===== config.mk =====
export PLATFORM = sky130hd
export DESIGN_NAME = sorted_table_lower_bound_core_flat
export DESIGN_NICKNAME = d
export VERILOG_FILES = /design/src/rtl/core/stlb_pkg.sv /design/src/rtl/core/stlb_ifs.sv /design/src/rtl/core/stlb_cell.sv /design/src/rtl/core/sorted_table_lower_bound_core.sv /design/src/flat_wrapper.sv
export SDC_FILE = /design/constraint.sdc
export NUM_CORES = 2
export LEC_CHECK = 0
export CAP_MARGIN = 10
export CORE_ASPECT_RATIO = 0.6
export CORE_MARGIN = 4
export CORE_UTILIZATION = 23
export DETAILED_ROUTE_END_ITERATION = 7
export DONT_BUFFER_PORTS = 1
export MAX_ROUTING_LAYER = met4
export PLACE_DENSITY = 0.46
export REMOVE_ABC_BUFFERS = 1
export SLEW_MARGIN = 20
export SYNTH_ARGS = -nofsm -noshare
export SYNTH_HDL_FRONTEND = slang
export SYNTH_SLANG_ARGS = --single-unit

===== constraint.sdc =====
create_clock -name clk -period 6.8 [get_ports clk]
set_clock_uncertainty 0.1 [all_clocks]
set_input_delay 0.68 -clock clk [delete_from_list [all_inputs] [get_ports clk]]
set_output_delay 0.68 -clock clk [all_outputs]
set_load 0.02 [all_outputs]

===== src/rtl/core/stlb_pkg.sv =====
// ----------------------------------------------------------------------------
// stlb_pkg
// Shared sizes, command codes and cell-to-cell types for the sorted key table.
// ----------------------------------------------------------------------------
`default_nettype none

package stlb_pkg;

  localparam int DEPTH = 16;
  localparam int KEY_W = 32;
  localparam int POS_W = $clog2(DEPTH + 1);

  localparam logic CMD_INSERT = 1'b0;
  localparam logic CMD_QUERY  = 1'b1;

  localparam logic STATUS_OK   = 1'b0;
  localparam logic STATUS_FULL = 1'b1;

  // broadcast from the top to every cell
  typedef struct packed {
    logic             upd;
    logic [POS_W-1:0] count;
    logic [KEY_W-1:0] key;
  } cell_ctl_t;

  // handed from cell i to cell i+1
  typedef struct packed {
    logic [KEY_W-1:0] key;
    logic             shift;
    logic             lt;
  } cell_nbr_t;

  // per-cell compare results
  typedef struct packed {
    logic le;
    logic lt;
    logic sel;
  } cell_flag_t;

endpackage

`default_nettype wire


===== src/rtl/core/stlb_ifs.sv =====
// ----------------------------------------------------------------------------
// stlb_ifs
// Valid/ready channels for command beats and result beats.
// ----------------------------------------------------------------------------
`default_nettype none

interface stlb_in_if;
  logic                     valid;
  logic                     ready;
  logic                     cmd;
  logic [stlb_pkg::KEY_W-1:0] key;

  modport source (output valid, cmd, key, input ready);
  modport sink   (input valid, cmd, key, output ready);
endinterface

interface stlb_out_if;
  logic                       valid;
  logic                       ready;
  logic [stlb_pkg::POS_W-1:0] position;
  logic                       found;
  logic [stlb_pkg::KEY_W-1:0] found_key;
  logic                       status;

  modport source (output valid, position, found, found_key, status, input ready);
  modport sink   (input valid, position, found, found_key, status, output ready);
endinterface

`default_nettype wire


===== src/rtl/core/stlb_cell.sv =====
// ----------------------------------------------------------------------------
// stlb_cell
// One slot of the sorted table: holds a key, compares it against the beat's
// key and shifts in its lower neighbor's key (or the new key) on insert.
// ----------------------------------------------------------------------------
`default_nettype none

module stlb_cell (
  input  wire logic                       clk,
  input  wire logic [stlb_pkg::POS_W-1:0] idx,
  input  wire stlb_pkg::cell_ctl_t        ctl,
  input  wire stlb_pkg::cell_nbr_t        prev,
  output      stlb_pkg::cell_nbr_t        nxt,
  output      stlb_pkg::cell_flag_t       flag
);

  logic [stlb_pkg::KEY_W-1:0] key_r;
  logic [stlb_pkg::KEY_W-1:0] key_nxt;
  logic                       occ;
  logic                       le;
  logic                       lt;
  logic                       shift;

  assign occ   = idx < ctl.count;
  assign le    = occ && (key_r <= ctl.key);
  assign lt    = occ && (key_r < ctl.key);
  // empty slots act as +inf so the new key lands at the first free one
  assign shift = !le;

  assign key_nxt = prev.shift ? prev.key : ctl.key;

  always_ff @(posedge clk) begin
    if (ctl.upd && shift) begin
      key_r <= key_nxt;
    end
  end

  assign nxt.key   = key_r;
  assign nxt.shift = shift;
  assign nxt.lt    = lt;

  assign flag.le  = le;
  assign flag.lt  = lt;
  assign flag.sel = occ && !lt && prev.lt;

endmodule

`default_nettype wire


===== src/rtl/core/sorted_table_lower_bound_core.sv =====
// ----------------------------------------------------------------------------
// sorted_table_lower_bound_core
// Insertion-sorted key table with lower-bound query, built as a chain of
// compare-and-shift cells.
// ----------------------------------------------------------------------------
//  channel  dir  beat fields
//  in_ch    in   cmd, key
//  out_ch   out  position, found, found_key, status
//
//  Every cell compares its key in parallel, and the insert shift happens in
//  the same edge that accepts the beat.
//  Result is registered; in_ch.ready stays high while the result register is
//  empty or being drained, so back-to-back beats run at full rate.
//  rst_n (synchronous) empties the table; stored keys are not cleared.
// ----------------------------------------------------------------------------
`default_nettype none

module sorted_table_lower_bound_core (
  input  wire logic clk,
  input  wire logic rst_n,
  stlb_in_if.sink   in_ch,
  stlb_out_if.source out_ch
);

  localparam int D = stlb_pkg::DEPTH;

  logic [stlb_pkg::POS_W-1:0] count_r;
  logic [stlb_pkg::POS_W-1:0] count_nxt;
  logic                       ovld_r;
  logic [stlb_pkg::POS_W-1:0] opos_r;
  logic                       ofound_r;
  logic [stlb_pkg::KEY_W-1:0] okey_r;
  logic                       ostat_r;

  logic                       accept;
  logic                       full;
  logic                       is_ins;
  stlb_pkg::cell_ctl_t        ctl;
  stlb_pkg::cell_nbr_t        link [D+1];
  stlb_pkg::cell_flag_t       flag [D];
  logic [D-1:0]               le_v;
  logic [D-1:0]               lt_v;
  logic [D-1:0]               sel_v;
  logic [stlb_pkg::KEY_W-1:0] sel_key;
  logic [stlb_pkg::POS_W-1:0] pos_le;
  logic [stlb_pkg::POS_W-1:0] pos_lt;
  logic [stlb_pkg::POS_W-1:0] res_pos;
  logic                       res_found;
  logic [stlb_pkg::KEY_W-1:0] res_key;
  logic                       res_stat;

  assign accept = in_ch.valid && in_ch.ready;
  assign full   = count_r == stlb_pkg::POS_W'(D);
  assign is_ins = in_ch.cmd == stlb_pkg::CMD_INSERT;

  assign ctl.upd   = accept && is_ins && !full;
  assign ctl.count = count_r;
  assign ctl.key   = in_ch.key;

  assign link[0].key   = '0;
  assign link[0].shift = 1'b0;
  assign link[0].lt    = 1'b1;

  for (genvar i = 0; i < D; i++) begin : g_cell
    stlb_cell u_cell (
      .clk  (clk),
      .idx  (stlb_pkg::POS_W'(i)),
      .ctl  (ctl),
      .prev (link[i]),
      .nxt  (link[i+1]),
      .flag (flag[i])
    );
    assign le_v[i]  = flag[i].le;
    assign lt_v[i]  = flag[i].lt;
    assign sel_v[i] = flag[i].sel;
  end

  always_comb begin
    sel_key = '0;
    for (int i = 0; i < D; i++) begin
      sel_key = sel_key | (sel_v[i] ? link[i+1].key : '0);
    end
  end

  assign pos_le = stlb_pkg::POS_W'($countones(le_v));
  assign pos_lt = stlb_pkg::POS_W'($countones(lt_v));

  always_comb begin
    res_pos   = pos_lt;
    res_found = 1'b0;
    res_key   = '0;
    res_stat  = stlb_pkg::STATUS_OK;
    if (is_ins) begin
      if (full) begin
        res_pos  = count_r;
        res_stat = stlb_pkg::STATUS_FULL;
      end else begin
        res_pos = pos_le;
      end
    end else begin
      res_found = pos_lt < count_r;
      res_key   = sel_key;
    end
  end

  assign count_nxt = ctl.upd ? count_r + stlb_pkg::POS_W'(1) : count_r;

  always_ff @(posedge clk) begin
    if (!rst_n) begin
      count_r <= '0;
      ovld_r  <= 1'b0;
    end else begin
      count_r <= count_nxt;
      if (accept) begin
        ovld_r <= 1'b1;
      end else if (out_ch.ready) begin
        ovld_r <= 1'b0;
      end
    end
  end

  always_ff @(posedge clk) begin
    if (accept) begin
      opos_r   <= res_pos;
      ofound_r <= res_found;
      okey_r   <= res_key;
      ostat_r  <= res_stat;
    end
  end

  assign in_ch.ready      = !ovld_r || out_ch.ready;
  assign out_ch.valid     = ovld_r;
  assign out_ch.position  = opos_r;
  assign out_ch.found     = ofound_r;
  assign out_ch.found_key = okey_r;
  assign out_ch.status    = ostat_r;

  a_sel_onehot: assert property (@(posedge clk) disable iff (!rst_n)
    $onehot0(sel_v)) else $error("multiple lower-bound cells selected");

  a_count_max: assert property (@(posedge clk) disable iff (!rst_n)
    count_r <= stlb_pkg::POS_W'(D)) else $error("fill count beyond depth");

  a_found_sel: assert property (@(posedge clk) disable iff (!rst_n)
    (accept && !is_ins && pos_lt < count_r) |-> (sel_v != '0))
    else $error("query hit without selected cell");

  a_ins_grow: assert property (@(posedge clk) disable iff (!rst_n)
    (accept && is_ins && !full) |=> count_r == $past(count_r) + stlb_pkg::POS_W'(1))
    else $error("insert did not grow table");

  a_full_hold: assert property (@(posedge clk) disable iff (!rst_n)
    (accept && is_ins && full) |=> (out_ch.status == stlb_pkg::STATUS_FULL) && $stable(count_r))
    else $error("full insert not dropped");

endmodule

`default_nettype wire


===== src/flat_wrapper.sv =====
// flat-port wrapper written by rule: the top's interface ports become plain ports
module sorted_table_lower_bound_core_flat 
  (clk, rst_n, in_ch_valid, in_ch_cmd, in_ch_key, in_ch_ready, out_ch_valid, out_ch_position, out_ch_found, out_ch_found_key, out_ch_status, out_ch_ready);
  stlb_in_if in_ch_i ();
  stlb_out_if out_ch_i ();
  input  wire logic clk;
  input  wire logic rst_n;
  input wire logic [$bits(in_ch_i.valid)-1:0] in_ch_valid;
  input wire logic [$bits(in_ch_i.cmd)-1:0] in_ch_cmd;
  input wire logic [$bits(in_ch_i.key)-1:0] in_ch_key;
  output wire logic [$bits(in_ch_i.ready)-1:0] in_ch_ready;
  output wire logic [$bits(out_ch_i.valid)-1:0] out_ch_valid;
  output wire logic [$bits(out_ch_i.position)-1:0] out_ch_position;
  output wire logic [$bits(out_ch_i.found)-1:0] out_ch_found;
  output wire logic [$bits(out_ch_i.found_key)-1:0] out_ch_found_key;
  output wire logic [$bits(out_ch_i.status)-1:0] out_ch_status;
  input wire logic [$bits(out_ch_i.ready)-1:0] out_ch_ready;
  assign in_ch_i.valid = in_ch_valid;
  assign in_ch_i.cmd = in_ch_cmd;
  assign in_ch_i.key = in_ch_key;
  assign in_ch_ready = in_ch_i.ready;
  assign out_ch_valid = out_ch_i.valid;
  assign out_ch_position = out_ch_i.position;
  assign out_ch_found = out_ch_i.found;
  assign out_ch_found_key = out_ch_i.found_key;
  assign out_ch_status = out_ch_i.status;
  assign out_ch_i.ready = out_ch_ready;
  sorted_table_lower_bound_core u_core (.clk(clk), .rst_n(rst_n), .in_ch(in_ch_i), .out_ch(out_ch_i));
endmodule

-- Word level (Yosys, flattened, before mapping)
Cells that the tools add are included.
- output and inout bits: 41
- bits in registers: 557
- logic and storage cells: 273
- reduce and logical (&&, ||, !) cells: 118
- bitwise operators: 16
- muxes and demuxes: 36
- $add $sub $neg: 31
- order comparisons: 49
- eq/ne operators: 1
- operators by type and width (operator ; number):
    32-bit two-way mux ; 31
    32-bit less-or-equal comparator ; 16
    32-bit < comparator ; 16
    32-bit OR ; 15
    1-bit logical AND ; 82
    5-bit adder ; 14
    4-bit by 5-bit < comparator with 1-bit output (first input constant) ; 8
    1-bit zero test ; 34
    1-bit by 1-bit adder with 2-bit output ; 16
    3-bit by 5-bit < comparator with 1-bit output (first input constant) ; 4
    1-bit by 5-bit < comparator with 1-bit output (first input constant) ; 2
    2-bit by 5-bit < comparator with 1-bit output (first input constant) ; 2
    5-bit two-way mux ; 2
    5-bit by 1-bit adder with 5-bit output (second input constant) ; 1
    5-bit equality test (second input constant) ; 1
    5-bit < comparator ; 1
    1-bit two-way mux ; 3
    2-bit nonzero test ; 1
    1-bit logical OR ; 1
    1-bit NOT ; 1

-- Logic depth before layout (Yosys ltp)
- depth after elaboration: 21
- gate-level depth with buffers: 25

-- Modules after synthesis
From an unflattened synthesis, not the netlist that was laid out.
- cell total of the unflattened synthesis: 4397
- area total of the unflattened synthesis: 42424.4 um2
- modules (own cells, without submodules) (module ; instances ; cells an instance ; sequential area each (um2) ; area an instance (um2)):
    stlb_cell ; 16 ; 240 ; 960.9 ; 2324.7
    sorted_table_lower_bound_core ; 1 ; 557 ; 1291.2 ; 5228.8

-- Least setup slack after synthesis
OpenSTA, ideal clock, no wires.
- path type: input -> register
- start: in in_ch_key[10]
- end: reg u_core.ofound_r (netlist: u_core.out_ch.found) (data pin)
- path buffers: 0
- stages: 23
- data arrival time: 6.343 ns
- path slack: 0.200 ns
- cells stage by stage: clkinv_1 ha_1 and4_1 or4b_1 o221a_2 o21ai_2 nor2_1 ha_1 inv_1 fa_1 inv_1 fa_1 inv_1 fa_1 inv_1 fa_1 ha_1 fa_1 ha_1 a21o_1 a21oi_1 nor2b_1 nor3_1
- cells in the longest elaborated chain, start to end: 7
- elaborated cells on any way between the ends: 48
- those cells by class: add/sub (15); order compare (17); reduce/logical (16)
- ends and longest elaborated chain (item ; RTL line ; text):
    start, declared ; flat_wrapper.sv:10 ; input wire logic [$bits(in_ch_i.key)-1:0] in_ch_key;
    32-bit < comparator ; stlb_cell.sv:26 ; assign lt = occ && (key_r < ctl.key);
    1-bit logical AND ; stlb_cell.sv:26 ;
    1-bit by 1-bit adder with 2-bit output (implied by the code) ; sorted_table_lower_bound_core.sv:86 ; assign pos_lt = stlb_pkg::POS_W'($countones(lt_v));
    5-bit adder (implied by the code) (2 in series) ; sorted_table_lower_bound_core.sv:86 ;
    5-bit adder (implied by the code) (*) ; sorted_table_lower_bound_core.sv:86 ;
    5-bit < comparator (*) ; sorted_table_lower_bound_core.sv:101 ; res_found = pos_lt < count_r;
    end signal, assigned ; sorted_table_lower_bound_core.sv:125 ; ofound_r <= res_found;
    end, declared ; sorted_table_lower_bound_core.sv:31 ; logic ofound_r;
Mark *: on every way between the ends. The rest lies on a longest branch, timed or not.
A chain may end at the register's enable or synchronous reset.

-- Worst setup path in the final report
- start: reg u_core.g_cell[4].u_cell.key_r[27] (netlist name)
- end: reg u_core.ofound_r (netlist: u_core.out_ch.found) (data pin)
- cells in the longest elaborated chain, start to end: 7
- ends and longest elaborated chain (item ; RTL line ; text):
    start, declared ; stlb_cell.sv:17 ; logic [stlb_pkg::KEY_W-1:0] key_r;
    start signal, assigned ; stlb_cell.sv:34 ; key_r <= key_nxt;
    32-bit < comparator ; stlb_cell.sv:26 ;
    1-bit logical AND ; stlb_cell.sv:26 ;
    1-bit by 1-bit adder with 2-bit output (implied by the code) ; sorted_table_lower_bound_core.sv:86 ;
    5-bit adder (implied by the code) (3 in series) ; sorted_table_lower_bound_core.sv:86 ;
    5-bit < comparator ; sorted_table_lower_bound_core.sv:101 ;
No other way between the ends.

==> results.cfg <==
[run_status]
status = finished with violations
violations = design-rule violations

[floorplan]
die_height_um = 322.4
start_util = 0.2314
ioPinCount = 78
die_area_mm2 = 0.1715
fp.dieW_um = 531.9
rows = 115
core_area_mm2 = 0.1637

[hold_path]
hold_depth = 2
hold_start = in_ch_valid
worst_hold_path.endpoint = u_core.out_ch.valid$_SDFFE_PN0P_
hold_path.class = primary input to flop

[global_routing]
overflow = 0
grt_pass1_vias = 30780
grt_usage = 0.2311
grt_max_degree = 66
grt_pass1_wl_mm = 267.5
grt_antenna_before_repair = 11

[setup_path]
arrival_ps = 7150
cp_max_fo = 3
rr_endpoint = u_core.out_ch.found$_SDFFCE_PN0P_
endpoint_kind = flop
worstPathRequired_ps = 7220
reg2reg_depth = 20
worstSetupStartpointType = flop
critical_path_class = flop to flop
rrSetupSlack_ps = 70
reg2reg_from = u_core.g_cell[4].u_cell.key_r[27]$_DFFE_PP_

[drt]
avgViaCountPerCell = 5.507
via_count = 33730
drc_errors = 8
met1Wirelength_mm = 98.29
drt-total-wl_mm = 199.5
wl_met3_mm = 32.44
top_layer = met4
met2_length_mm = 65.69
ant_nets = 0
drt_iter0_markers = 5594
post_drt_wl_per_cell_um = 32.57
drt-pass1-iter-count = 8

[synth]
synth-simple-area-share = 0.1053
async_flop_share = 0
synth_top_area_cell = edfxtp_1
synth_seq_area_share = 0.4399
synth_xor_area_frac = 0.001387
post_synth_num_cell_types = 75
synth_warnings = 0
dominantRegCellSynth = edfxtp_1
synth-edff-count = 551
synth_compound_area_frac = 0.1821
synth_fa_ha_area_frac = 0.1913
synth_cells = 3482
yosys-top-cells-area = edfxtp_1, ha_1, o21ai_0
syn_area_per_cell_um2 = 10.88
synth_top_area_share = 0.4368
syn-cell-area_mm2 = 0.03788
synth_common_cells = edfxtp_1, ha_1, nand2_1, o21ai_0, a21oi_1
yosysMostFrequentCell = edfxtp_1
muxShareOfSynthArea = 0.04660
ys_ff_latch = 557
synth_top_family_by_area = adder cells

[clocking]
cts_tree = built
clock_latency_ps = 690
root_buffer = clkbuf_16
htreeDepth = 2
clk_path_buf_depth = 3
cts.sinks = 557
numCtsBuffers = 58
cts.clk_slew.worst_paths_ps = 70

[timing]
slew_viol_final = 0
finalCritPeriodShare = 0.9899
finalSetupViolCount = 0
fin_crit_ps = 6731
worstMarginPinSlew_ps = 1338
clock.fmax_mhz = 148.6
max_slew_margin = 0.09888
fin_ws_ps = 68.61
hold_viol_final = 0

[pwr]
vdd_ir_drop_max_mv = 0.2329
finalPower_mw = 9.077
p_per_area_mw_per_mm2 = 194.6
power.leakage_nw = 18.51

[flow_run]
max_cap_viol_count = 0

[finish]
drive_gt1_frac = 0.2185
area_delta_synth_final_pct = 23.13
fin_cells = 6125
nFillCells = 17010
post-route-util = 0.2849
fin_nets = 4518

[place]
gp_congestion = 1.033
dp_worst_setup_slack_ps = -755.0
place_inst = 5975
io_buffers = 0
hpwlAfterDp_mm = 146.1
placed cells by master, fill, tap and decap left out, types with 16 or more instances in the layout:
master	count
buf_12	30
fa_1	22
a41oi_2	30
nand2_1	503
nand4_1	92
nor4_1	19
o221ai_2	31
dlygate4sd3_1	33
clkinv_1	46
inv_1	138
a22o_1	94
buf_4	454
nor2_4	16
mux2_2	155
a222oi_1	32
a21o_1	37
nand3_1	58
a22oi_1	37
clkbuf_16	59
nor2_1	63
a221oi_1	41
nor3_1	44
a21oi_1	203
edfxtp_1	551
o21ai_0	378
ha_1	541
metal layers:
metal | vias to the layer above | track usage
met5 | - | -
met4 | 0 | 0.03311
met3 | 185 | 0.1077
met2 | 2218 | 0.2558
met1 | 16950 | 0.3621
li1 | 14370 | -
metrics by stage:
step	TNS, ps	area, µm²	hold slack, ps
after floorplan	-4762	37260	448.5
after global placement	-4056	44200	478.4
after detailed placement	-2347	44210	479.2
after CTS	0	46470	6.376
after global routing	-18.38	46640	29.02
final	0	46640	34.67
kinds of logic after synthesis:
| group | after synthesis |
|---|---|
| compound gates | 1003 |
| xor+xnor | 6 |
| fa+ha+maj | 566 |
| buf+inv | 317 |
| flops | 557 |
| mux | 157 |
| simple gates | 876 |
power breakdown:
part / switching [mW] / internal (mW)
Sequential: 0.191 / 3.95
Clock: 1.61 / 1.88
Combinational: 0.920 / 0.533
how the worst max path moves through the flow:
stage | startpoint | endpoint | slack [ps] | depth (start not counted)
after floorplan | in_ch_key[23] | u_core.out_ch.position[3]$_DFFE_PP_ | -1260 | 20
after global placement | in_ch_key[1] | u_core.out_ch.found$_SDFFCE_PN0P_ | -1190 | 23
after detailed placement | in_ch_key[27] | u_core.out_ch.found$_SDFFCE_PN0P_ | -760 | 24
after CTS | u_core.g_cell[5].u_cell.key_r[15]$_DFFE_PP_ | u_core.out_ch.found$_SDFFCE_PN0P_ | 4 | 21
after global routing | u_core.g_cell[2].u_cell.key_r[10]$_DFFE_PP_ | u_core.out_ch.found$_SDFFCE_PN0P_ | -20 | 23
final | u_core.g_cell[4].u_cell.key_r[27]$_DFFE_PP_ | u_core.out_ch.found$_SDFFCE_PN0P_ | 70 | 20
worst max-delay path: stages (launching register included):
cell	delay, ps
edfxtp_1	430
ha_1	320
buf_4	110
nand2_1	40
o21ai_0	1010
nand2b_1	260
o211ai_1	180
buf_4	170
nor2_1	40
ha_1	360
fa_1	500
fa_1	400
fa_1	520
fa_1	590
ha_2	200
fa_1	450
ha_1	320
a21o_1	170
a21oi_2	150
nor2b_1	70
nor3_1	160
flip-flops by register name, indices dropped and copies added (netlist names):
name	count
u_core.g_cell.u_cell.key_r	512
u_core.out_ch.found_key	32
u_core.count_r	5
u_core.out_ch.position	5
u_core.out_ch.found	1
u_core.out_ch.status	1
u_core.out_ch.valid	1
final cells by class:
| cell class | instances | area [µm²] | area share |
|---|---|---|---|
| multi-input combinational | 2608 | 20370 | 0.4368 |
| sequential | 557 | 16670 | 0.3573 |
| timing repair buffer | 518 | 4350 | 0.09327 |
| tap | 2164 | 2708 | 0.05805 |
| clock buffer | 63 | 1491 | 0.03197 |
| inverter | 172 | 645.6 | 0.01384 |
| clock inverter | 41 | 405.4 | 0.008691 |
| antenna | 2 | 5.005 | 0.0001073 |
repair_timing:
item / 4_1_cts / 5_1_grt
hold buffers: 33 / 0
cloned: 0 / 0
setup endpoints to repair: 1 / 3
setup buffers: 2 / 9
pin swaps: 2 / 19
endpoints found under the hold margin: 36 / 0
resized for setup: 2 / 22
Note: power is estimated with default switching activity, not from simulation.
